<file path="config.mk">
export PLATFORM = sky130hd
export DESIGN_NAME = tmnp_div
export DESIGN_NICKNAME = d
export VERILOG_FILES = /design/src/sv/tmnp_div.sv
export SDC_FILE = /design/constraint.sdc
export NUM_CORES = 2
export LEC_CHECK = 0
export BUFFER_PORTS_ARGS = -buffer_cell sky130_fd_sc_hd__clkbuf_2
export CORE_MARGIN = 5
export CORE_UTILIZATION = 60
export CTS_BUF_LIST = sky130_fd_sc_hd__clkbuf_4 sky130_fd_sc_hd__clkbuf_8
export CTS_CLUSTER_SIZE = 40
export DETAILED_ROUTE_END_ITERATION = 16
export GPL_TIMING_DRIVEN = 0
export PLACE_DENSITY = 0.82
export SLEW_MARGIN = 20
export SYNTH_ARGS = -nofsm -noshare
export SYNTH_HDL_FRONTEND = slang
export SYNTH_SLANG_ARGS = --single-unit
export TNS_END_PERCENT = 1
</file>
<file path="constraint.sdc">
create_clock -name clock -period 7.1 [get_ports clock]
set_input_delay 0.355 -clock clock [delete_from_list [all_inputs] [get_ports clock]]
set_output_delay 0.355 -clock clock [all_outputs]
set_load 0.01 [all_outputs]
</file>
<file path="src/sv/tmnp_div.sv">
// pipelined restoring divider, one quotient bit per stage, sideband carried along
`timescale 1ns / 1ps
module tmnp_div #(
   parameter int NUM_W  = 32,
   parameter int DEN_W  = 16,
   parameter int SIDE_W = 2
) (
   input  logic              clock,
   input  logic              reset,
   input  logic              en,
   input  logic              in_valid,
   input  logic [NUM_W-1:0]  num,
   input  logic [DEN_W-1:0]  den,
   input  logic [SIDE_W-1:0] side,
   output logic              out_valid,
   output logic [NUM_W-1:0]  quo,
   output logic [SIDE_W-1:0] out_side
);

   logic [NUM_W-1:0]  nq_ff   [NUM_W];
   logic [DEN_W-1:0]  rem_ff  [NUM_W];
   logic [DEN_W-1:0]  den_ff  [NUM_W];
   logic [SIDE_W-1:0] side_ff [NUM_W];
   logic              v_ff    [NUM_W];

   logic [NUM_W-1:0]  nq_pv   [NUM_W];
   logic [DEN_W-1:0]  rem_pv  [NUM_W];
   logic [DEN_W-1:0]  den_pv  [NUM_W];
   logic [SIDE_W-1:0] side_pv [NUM_W];
   logic              v_pv    [NUM_W];

   for (genvar i = 0; i < NUM_W; i++) begin : g_stage
      logic [DEN_W:0]    trial;
      logic [DEN_W:0]    sub;
      logic              ge;
      logic [DEN_W-1:0]  rem_in;
      logic [NUM_W-1:0]  nq_in;

      if (i == 0) begin : g_first
         assign nq_pv[i]   = num;
         assign rem_pv[i]  = '0;
         assign den_pv[i]  = den;
         assign side_pv[i] = side;
         assign v_pv[i]    = in_valid;
      end else begin : g_next
         assign nq_pv[i]   = nq_ff[i-1];
         assign rem_pv[i]  = rem_ff[i-1];
         assign den_pv[i]  = den_ff[i-1];
         assign side_pv[i] = side_ff[i-1];
         assign v_pv[i]    = v_ff[i-1];
      end

      always_comb begin
         trial  = {rem_pv[i], nq_pv[i][NUM_W-1]};
         sub    = trial - {1'b0, den_pv[i]};
         ge     = trial >= {1'b0, den_pv[i]};
         rem_in = ge ? sub[DEN_W-1:0] : trial[DEN_W-1:0];
         nq_in  = {nq_pv[i][NUM_W-2:0], ge};
      end

      always_ff @(posedge clock) begin
         if (reset) begin
            v_ff[i] <= 1'b0;
         end else if (en) begin
            v_ff[i] <= v_pv[i];
         end
      end

      always_ff @(posedge clock) begin
         if (en) begin
            nq_ff[i]   <= nq_in;
            rem_ff[i]  <= rem_in;
            den_ff[i]  <= den_pv[i];
            side_ff[i] <= side_pv[i];
         end
      end
   end

   assign out_valid = v_ff[NUM_W-1];
   assign quo       = nq_ff[NUM_W-1];
   assign out_side  = side_ff[NUM_W-1];

endmodule
</file>
==> results.json <==
{
  "fin_nets": 7592,
  "max_freq_mhz": 265,
  "gp_congestion": 0.885,
  "row_count": 144,
  "synth_seq_cells": 2112,
  "rsz0062_at_grt": "false",
  "drive_above_1_share": 0.130,
  "whs_ns": 0.107,
  "grt_pass1_wl_um": 269000,
  "cts_num_sinks": 2112,
  "crit_arrival_ns": 4.48,
  "wl_um": 168000,
  "vias": 52300,
  "yosysTopAreaCellShare": 0.680,
  "ant_nets": 0,
  "grt_pass1_vias": 52800,
  "yosysWarnings": 0,
  "avgViaCountPerCell": 5.62,
  "htree_levels": 5,
  "run_status": "completed",
  "numCtsBuffers": 346,
  "dpl.hpwl_um": 115000,
  "timing.rr.start": "den_ff[1][50]$_DFFE_PP_",
  "finalSetupViolCount": 0,
  "slew-limit-headroom": 0.328,
  "syn2layout_area_growth_pct": 11.7,
  "power.density_nw_per_um2": 414,
  "pin_count": 89,
  "syn_inst": 6474,
  "synthesis.nets": 7056,
  "clock_latency_ns": 1.03,
  "skew_ns": 0.0734,
  "drv_slew": 0,
  "cts_max_path_buffers": 4,
  "synth_edf_count": 2112,
  "endpoint_kind": "flop",
  "drt_iter0_markers": 3787,
  "critPathLaunchType": "flop",
  "critPathKind": "reg2reg",
  "synth_ff_type": "edfxtp_1",
  "synth_area_sq_um": 93300,
  "synthArstFlopShare": 0,
  "cp-startpoint": "den_ff[1][50]$_DFFE_PP_",
  "synth.distinct_cells": 80,
  "maxCapViolCount": 0,
  "antenna_found_initial": 3,
  "hp-start": "num[17]",
  "die_x_um": 404,
  "cts_setup_buffers": 0,
  "hold_path.class": "in2reg",
  "min_period_ns": 3.77,
  "finalHoldViolations": 0,
  "synth.largest_area_cell": "edfxtp_1",
  "grt_overflow": 0,
  "port_buffers": 88,
  "leakagePower_nw": 40.4,
  "peakVddDrop_uv": 241,
  "syn_avg_cell_area_sq_um": 14.4,
  "grt_use_total": 0.205,
  "grt_max_degree": 108,
  "initial_core_util": 0.604,
  "cts_tree": "built",
  "cp.required_ns": 7.81,
  "synth-seq-area-share": 0.680,
  "clk_pin_slew_ns": 0.06,
  "setup_tns_ns": 0,
  "synth_area_leaders": "edfxtp_1, ha_1, mux2_2, inv_1, xnor2_1",
  "worstMarginPinSlew_ns": 1.00,
  "die_y_um": 404,
  "dieArea_sq_um": 164000,
  "root_buffer": "clkbuf_8",
  "dr.pass1.iters": 6,
  "ctsResizeCount": 0,
  "fin_crit_sh": 0.531,
  "wire_per_inst_um": 18.1,
  "crit_fanout": 10,
  "drc_errors": 0,
  "core_sq_um": 154000
}
logic make-up after synthesis:
group                    after synthesis  share of synthesized area
multiplexers                         320                     0.0383
buffers and inverters                706                     0.0289
flip-flops                          2112                      0.680
adder cells (fa/ha/maj)              528                     0.0732
XOR/XNOR                             336                     0.0315
AND/OR/NAND/NOR                     1212                     0.0625
AO/OA/AOI/OAI                       1260                     0.0861
final timing paths:
kind | depth (start not counted) | end | slack, ns
worst min-delay path | 2 | nq_ff[0][18]$_DFFE_PP_ | 0.11
worst max register to register | 11 | rem_ff[0][136]$_DFFE_PP_ | 3.33
worst max-delay path | 11 | rem_ff[0][136]$_DFFE_PP_ | 3.33
worst min register to register | 0 | nq_ff[4][1]$_DFFE_PP_ | 0.35
worst max-delay path: stages, from the launching register on:
cell      delay, ns
edfxtp_1       0.51
inv_1          0.08
ha_1           0.38
o21ai_0        0.13
a21oi_1        0.23
o31ai_1        0.10
a21oi_1        0.24
o21ai_0        0.15
and3_1         0.23
o41ai_4        0.63
buf_2          0.45
mux2_2         0.39
cell usage after synthesis (all sizes together), types with 47 or more instances:
master / n
o21ai: 311
mux2i: 48
a21oi: 351
nand2b: 66
inv: 621
and2: 47
nand4: 58
xor2: 113
ha: 498
a211oi: 52
a21o: 130
a31oi: 64
nand3: 83
clkbuf: 61
nor2: 383
o21a: 87
edfxtp: 2112
nand2: 273
xnor2: 223
mux2: 272
nor3: 78
nor2b: 100
cell type report:
cell class	instances	area, sq um
diodes	3	7.51
fillers	10500	50200
multi-input cells	3656	27200
clock inverters	149	1020
flip-flops and latches	2112	63400
clock buffers	438	5480
plain buffers	85	363
well taps	2044	2560
repair buffers	188	1850
inverters	621	2330
layer usage:
layer / part of all wire / global-route usage / vias up
li1: - / - / 25300
met1: 0.42 / 0.261 / 25200
met2: 0.50 / 0.351 / 1309
met3: 0.045 / 0.0327 / 473
met4: 0.041 / 0.0910 / 0
met5: 0 / 0 / -
metrics by stage:
stage	utilization	area, sq um	total power, mW	std cells	worst slack, ns
2_1_floorplan	-	93300	29.2	6474	3.98
3_3_place_gp	0.624	96300	33.6	8606	-30.42
3_5_place_dp	0.628	97000	33.0	8629	3.34
4_1_cts	0.675	104000	43.4	9293	3.33
5_1_grt	0.675	104000	45.8	9295	3.16
6_report	0.675	104000	43.1	9296	3.33
placed cells by master, fill, tap and decap left out, types with 61 or more instances in the layout:
| master | n |
|---|---|
| dlygate4sd3_1 | 77 |
| mux2_2 | 262 |
| a21oi_1 | 350 |
| nand2b_1 | 66 |
| edfxtp_1 | 2112 |
| inv_1 | 621 |
| o21a_1 | 87 |
| nor2b_1 | 100 |
| clkbuf_2 | 87 |
| clkinv_1 | 76 |
| nor2_1 | 383 |
| nor3_1 | 76 |
| a31oi_1 | 64 |
| nand3_1 | 83 |
| ha_1 | 498 |
| clkbuf_4 | 88 |
| clkbuf_8 | 351 |
| xor2_1 | 113 |
| a21o_1 | 130 |
| nand2_1 | 273 |
| xnor2_1 | 223 |
| o21ai_0 | 304 |
| clkbuf_1 | 61 |
state kept, by name (all words and copies together), names as in the netlist:
name / count
nq_ff: 1024
den_ff: 496
rem_ff: 496
side_ff: 64
v_ff: 32
what timing repair did:
item                                   CTS  global route
setup endpoints to repair                0             0
hold buffers                            77             0
endpoints found under the hold margin  141             0
power breakdown:
part           internal (mW)  switching, mW
clock network           5.51           4.53
registers               16.9           1.15
logic                   6.76           8.27
total                   29.2           14.0
Note: power is estimated with default switching activity, not from simulation.
