--- config.mk ---
export PLATFORM = sky130hd
export DESIGN_NAME = tmnp_ln
export DESIGN_NICKNAME = d
export VERILOG_FILES = /design/src/sv/tmnp_pkg.sv /design/src/sv/tmnp_ln.sv
export SDC_FILE = /design/constraint.sdc
export NUM_CORES = 1
export LEC_CHECK = 0
export BUFFER_PORTS_ARGS = -buffer_cell sky130_fd_sc_hd__buf_2
export CORE_AREA = 2 2 118 205
export DETAILED_ROUTE_END_ITERATION = 7
export DIE_AREA = 0 0 120 207
export PLACE_DENSITY = 0.69
export SLEW_MARGIN = 30
export SYNTH_ARGS = -nofsm -noshare
export SYNTH_HDL_FRONTEND = slang
export SYNTH_SLANG_ARGS = --single-unit
--- constraint.sdc ---
create_clock -name clock -period 7.4 [get_ports clock]
set_clock_uncertainty 0.05 [all_clocks]
set_input_delay 0.74 -clock clock [delete_from_list [all_inputs] [get_ports clock]]
set_output_delay 0.74 -clock clock [all_outputs]
set_load 0.02 [all_outputs]
--- src/sv/tmnp_pkg.sv ---
// shared constants, types, coefficient rom and rounding helper for the tof pid pipeline
`timescale 1ns / 1ps
package tmnp_pkg;

   localparam int M2_W      = 16;
   localparam int MOM_W     = 16;
   localparam int SCORE_W   = 16;
   localparam int NSPEC     = 3;
   localparam int NARM      = 2;
   localparam int COEF_W    = 19;
   localparam int LN_W      = 22;
   localparam int BPROD_W   = 36;
   localparam int DPROD_W   = 41;
   localparam int TERM_W    = 24;
   localparam int PART_W    = 25;
   localparam int DIFF_W    = 17;
   localparam int SIGMA_W   = 34;
   localparam int NUM1_W    = 32;
   localparam int NUM2_W    = 33;
   localparam int DEN2_W    = 32;
   localparam int RND_W     = 48;
   localparam int MOM_FRAC  = 13;
   localparam int LN2_Q16   = 45426;
   localparam int SCORE_MAX = 32767;
   localparam int SCORE_MIN_MAG = 32768;

   typedef logic signed [COEF_W-1:0] coef_type;

   typedef struct packed {
      coef_type a;
      coef_type b;
      coef_type c;
      coef_type d;
   } coef_set_type;

   // [arm][species], q.20; species pion, kaon, proton
   localparam coef_set_type COEF_ROM [NARM][NSPEC] = '{
      '{ '{-31521, 45638, -157, -19926},
         '{-39008, 86403, -23662, -80824},
         '{-67111, -8347, 136477, 155604} },
      '{ '{-47581, 83701, -17019, -64510},
         '{-76935, 156011, -53900, -172104},
         '{-69747, 125439, 9509, -119654} }
   };

   localparam logic signed [DIFF_W-1:0] M2_EXP [NSPEC] = '{80, 998, 3604};

   // ln(1 + i/16) in q.16
   localparam logic [15:0] LN_TABLE [17] = '{
      16'd0, 16'd3973, 16'd7719, 16'd11262, 16'd14624, 16'd17821, 16'd20870,
      16'd23783, 16'd26573, 16'd29248, 16'd31818, 16'd34292, 16'd36675,
      16'd38975, 16'd41196, 16'd43345, 16'd45426
   };

   typedef struct packed {
      logic                       zero;
      logic                       neg_c;
      logic signed [DIFF_W-1:0]   diff;
      logic signed [PART_W-1:0]   partial;
   } div1_side_type;

   typedef struct packed {
      logic bad;
      logic neg;
   } div2_side_type;

   // arithmetic shift right with rounding to nearest, halves away from zero
   function automatic logic signed [RND_W-1:0] round_shr(
      input logic signed [RND_W-1:0] x,
      input int                      n
   );
      logic [RND_W-1:0] mag;
      logic [RND_W-1:0] r;
      mag = x[RND_W-1] ? RND_W'(-x) : RND_W'(x);
      r = (mag + (RND_W'(1) << (n - 1))) >> n;
      return x[RND_W-1] ? $signed(-r) : $signed(r);
   endfunction

endpackage

--- src/sv/tmnp_ln.sv ---
// two-stage ln(pt) in q.16: leading-one search and table read, then interpolation
`timescale 1ns / 1ps
module tmnp_ln (
   input  logic                              clock,
   input  logic                              en,
   input  logic [tmnp_pkg::MOM_W-1:0]        mom,
   output logic signed [tmnp_pkg::LN_W-1:0]  ln
);
   import tmnp_pkg::*;

   logic [3:0]  p_in, p_ff;
   logic [15:0] lo_in, lo_ff;
   logic [11:0] delta_in, delta_ff;
   logic [10:0] rem_in, rem_ff;
   logic [15:0] frac_sh;
   logic [3:0]  idx;
   logic signed [LN_W-1:0] ln_in, ln_ff;
   logic signed [5:0]      exp_s;
   logic signed [LN_W-1:0] exp_term;
   logic [22:0]            ip;

   always_comb begin
      p_in = '0;
      for (int i = 0; i < MOM_W; i++) begin
         if (mom[i]) begin
            p_in = 4'(i);
         end
      end
      frac_sh  = mom << (4'd15 - p_in);
      idx      = frac_sh[14:11];
      rem_in   = frac_sh[10:0];
      lo_in    = LN_TABLE[idx];
      delta_in = 12'(LN_TABLE[5'(idx) + 5'd1] - LN_TABLE[idx]);
   end

   always_ff @(posedge clock) begin
      if (en) begin
         p_ff     <= p_in;
         lo_ff    <= lo_in;
         delta_ff <= delta_in;
         rem_ff   <= rem_in;
      end
   end

   always_comb begin
      exp_s    = $signed({2'b00, p_ff}) - 6'sd13;
      exp_term = exp_s * LN_W'(LN2_Q16);
      ip       = 23'(delta_ff) * 23'(rem_ff) + 23'd1024;
      ln_in    = exp_term + $signed({6'b0, lo_ff}) + $signed({10'b0, ip[22:11]});
   end

   always_ff @(posedge clock) begin
      if (en) begin
         ln_ff <= ln_in;
      end
   end

   assign ln = ln_ff;

endmodule

==> results.ini <==
[clock_tree]
cts-root-buf=clkbuf_16
cts_buffer_depth=2
postCtsHoldBufs=0
cts_buffers=9
cts_tree=yes
cts_sinks=65
clkLatencyLatePin_ns=0.34
clkSlewWorstSetupHoldPaths_ns=0.05
ctsHtreeMaxLevel=3

[synth]
ys_seq_area_frac=0.182
yosysWarnings=0
synth_edf_count=65
synth_area_um2=10700
ys_async_sr_fraction=0
synth-main-ff-cell=edfxtp_1
netlist_instances=1203
synth_nets=1468
ys_seq_elements=65
avgSynthCellArea_um2=8.92
yosysUniqueCellTypes=78

[final_layout]
syn2layout_area_growth_pct=17.9
nets=1593
regArea_um2=1950
multi_input_area_um2=8120
nFillCells=2090
drive_gt1_frac=0.186
num_antenna_cells=0
layout_commonest_cell=inv_1
layout_common_cells=inv_1 (185), ha_1 (133), buf_4 (116), nand2_1 (115), fa_1 (103)

[drt]
routed_via_density=5.42
drt_iter0_markers=371
num_vias=8866
antenna_left=0
wl_per_cell_um=16.6
route.detailed.drc=0
dr.pass1.iters=7
postRouteWirelength_um=27200

[placement]
dpl.hpwl_um=22100
globalplace.congestion=0.923
portBuffers=39

[timing]
final-hold-violation-count=0
rsz0062_at_grt=true
holdWs_ns=0.640
maxSlewHeadroom=0.423
fin_crit_ns=7.77
final_max_slew_viol_count=0
tightest_slew_ns=0.866
fin_crit_sh=1.05
fmax_mhz=129
finalSetupViolations=10
finalWorstSetupSlack_ns=-0.371

[global_route]
grt_pass1_vias=9164
grt_use_total=0.223
antenna_found_initial=0
grt_first_pass_wirelength_um=44200
grt_overflow_total=0
grt_max_degree=66

[worst_hold_path]
worstHoldPathType=reg2reg

[worst_setup_path]
critPathBufInv=8
ff2ff_setup_slack_ns=-0.37
cp.arrival_ns=7.81
crit_slowest_cell=fa_1
cp_data_required_time_ns=7.44
slowest_delay_ns=0.55
cp-start-kind=flip-flop
critPathTopFamily=adder cells
worstPathMaxFanout=5
cp_common_cell=fa_1
critPathCaptureType=flip-flop
critical_path_class=reg2reg

[floorplan]
dieArea_um2=24800
design.core.area_um2=23200
die_w_um=120
die_h_um=207
num_rows=74
ios=40
start_util=0.462

[run_status]
violations=negative setup slack
outcome=finished, violations left

[run]
drv_cap=0

## flip-flops by register name, indices dropped and copies added (netlist names)
name      flops
delta_ff     12
ln           22
lo_ff        16
p_ff          4
rem_ff       11
## worst register-to-register path: cells and delay by family (launching register included)
family	cells	cell delay, ns
DFF	1	0.36
xor gates and xnor gates	1	0.06
AOI/OAI and AO/OA	12	2.36
adders and majority gates	8	3.49
buffers and inverters	8	0.73
and+or+nand+nor	4	0.45
## cells in the mapped netlist, types with 4 or more instances
library cell,instances,area (um^2)
nor2b_1,11,68.8
edfxtp_1,65,1950
nor4_1,7,43.8
buf_2,7,35.0
o211ai_1,12,90.1
nand3_1,19,95.1
a31oi_1,10,62.6
a21oi_1,57,285
o31a_1,5,43.8
inv_2,5,18.8
o21bai_1,9,67.6
and2_1,73,457
o22ai_1,5,31.3
fa_1,109,2180
a2111oi_0,4,35.0
nand2_1,118,443
o31ai_1,6,45.0
nand4_1,6,37.5
mux2i_1,9,90.1
o21a_1,10,75.1
clkbuf_1,37,139
a211oi_1,5,37.5
ha_1,138,1730
buf_6,4,45.0
o21ai_0,38,190
xnor2_1,33,289
nor3_1,17,85.1
a21o_1,10,75.1
a211o_1,4,35.0
and3_1,13,81.3
xor2_1,19,166
nand2b_1,11,68.8
o211a_1,4,40.0
a21boi_0,4,30.0
inv_1,189,709
a311oi_1,4,35.0
nor2_1,69,259
## timing repair
item,4_1_cts,5_1_grt
gates cloned,0,0
pin swaps,29,32
setup buffers,20,16
resized for setup,13,35
setup endpoints to repair,12,12
## worst paths after layout
kind                                start  cells after the start      to
worst max-delay path            rem_ff[3]                     33  ln[21]
worst min-delay path             lo_ff[0]                      1   ln[0]
worst max register to register  rem_ff[3]                     33  ln[21]
worst min register to register   lo_ff[0]                      1   ln[0]
## cell families after synthesis
| group | count (synthesis) | synth area share |
|---|---|---|
| flip-flops | 65 | 0.182 |
| buffers and inverters | 245 | 0.0899 |
| AND/OR/NAND/NOR | 364 | 0.168 |
| AO/OA/AOI/OAI | 217 | 0.137 |
| adder cells (fa/ha/maj) | 247 | 0.364 |
| XOR/XNOR | 54 | 0.0471 |
| multiplexers | 11 | 0.0115 |
## per-layer routing
layer / track usage / vias to the layer above / routed length [um]
li1: - / 4282 / -
met1: 0.230 / 4301 / 9810
met2: 0.427 / 197 / 15000
met3: 0.0204 / 86 / 676
met4: 0.129 / 0 / 1710
met5: 0 / - / 0
## area by class of cell
type / instances / area share
clock buffers: 11 / 0.0184
clock inverters: 4 / 0.00544
inverters: 195 / 0.0580
multi-input cells: 893 / 0.642
flip-flops and latches: 65 / 0.154
well taps: 304 / 0.0301
repair buffers: 164 / 0.0922
## stage by stage
step	area [um^2]	worst slack (ns)	std cells	utilization	TNS [ns]
6_report	12700	-0.371	1636	0.545	-2.15
5_1_grt	12700	-0.758	1636	0.545	-6.34
4_1_cts	12400	-0.353	1626	0.534	-2.13
3_5_place_dp	11900	-0.679	1592	0.512	-4.70
3_3_place_gp	11900	-0.480	1592	0.512	-2.74
2_1_floorplan	10900	-0.153	1203	-	-0.262
Power is left out: the tool's default activity adds up to more than one toggle a clock period on the data nets, which glitch-free logic cannot reach.
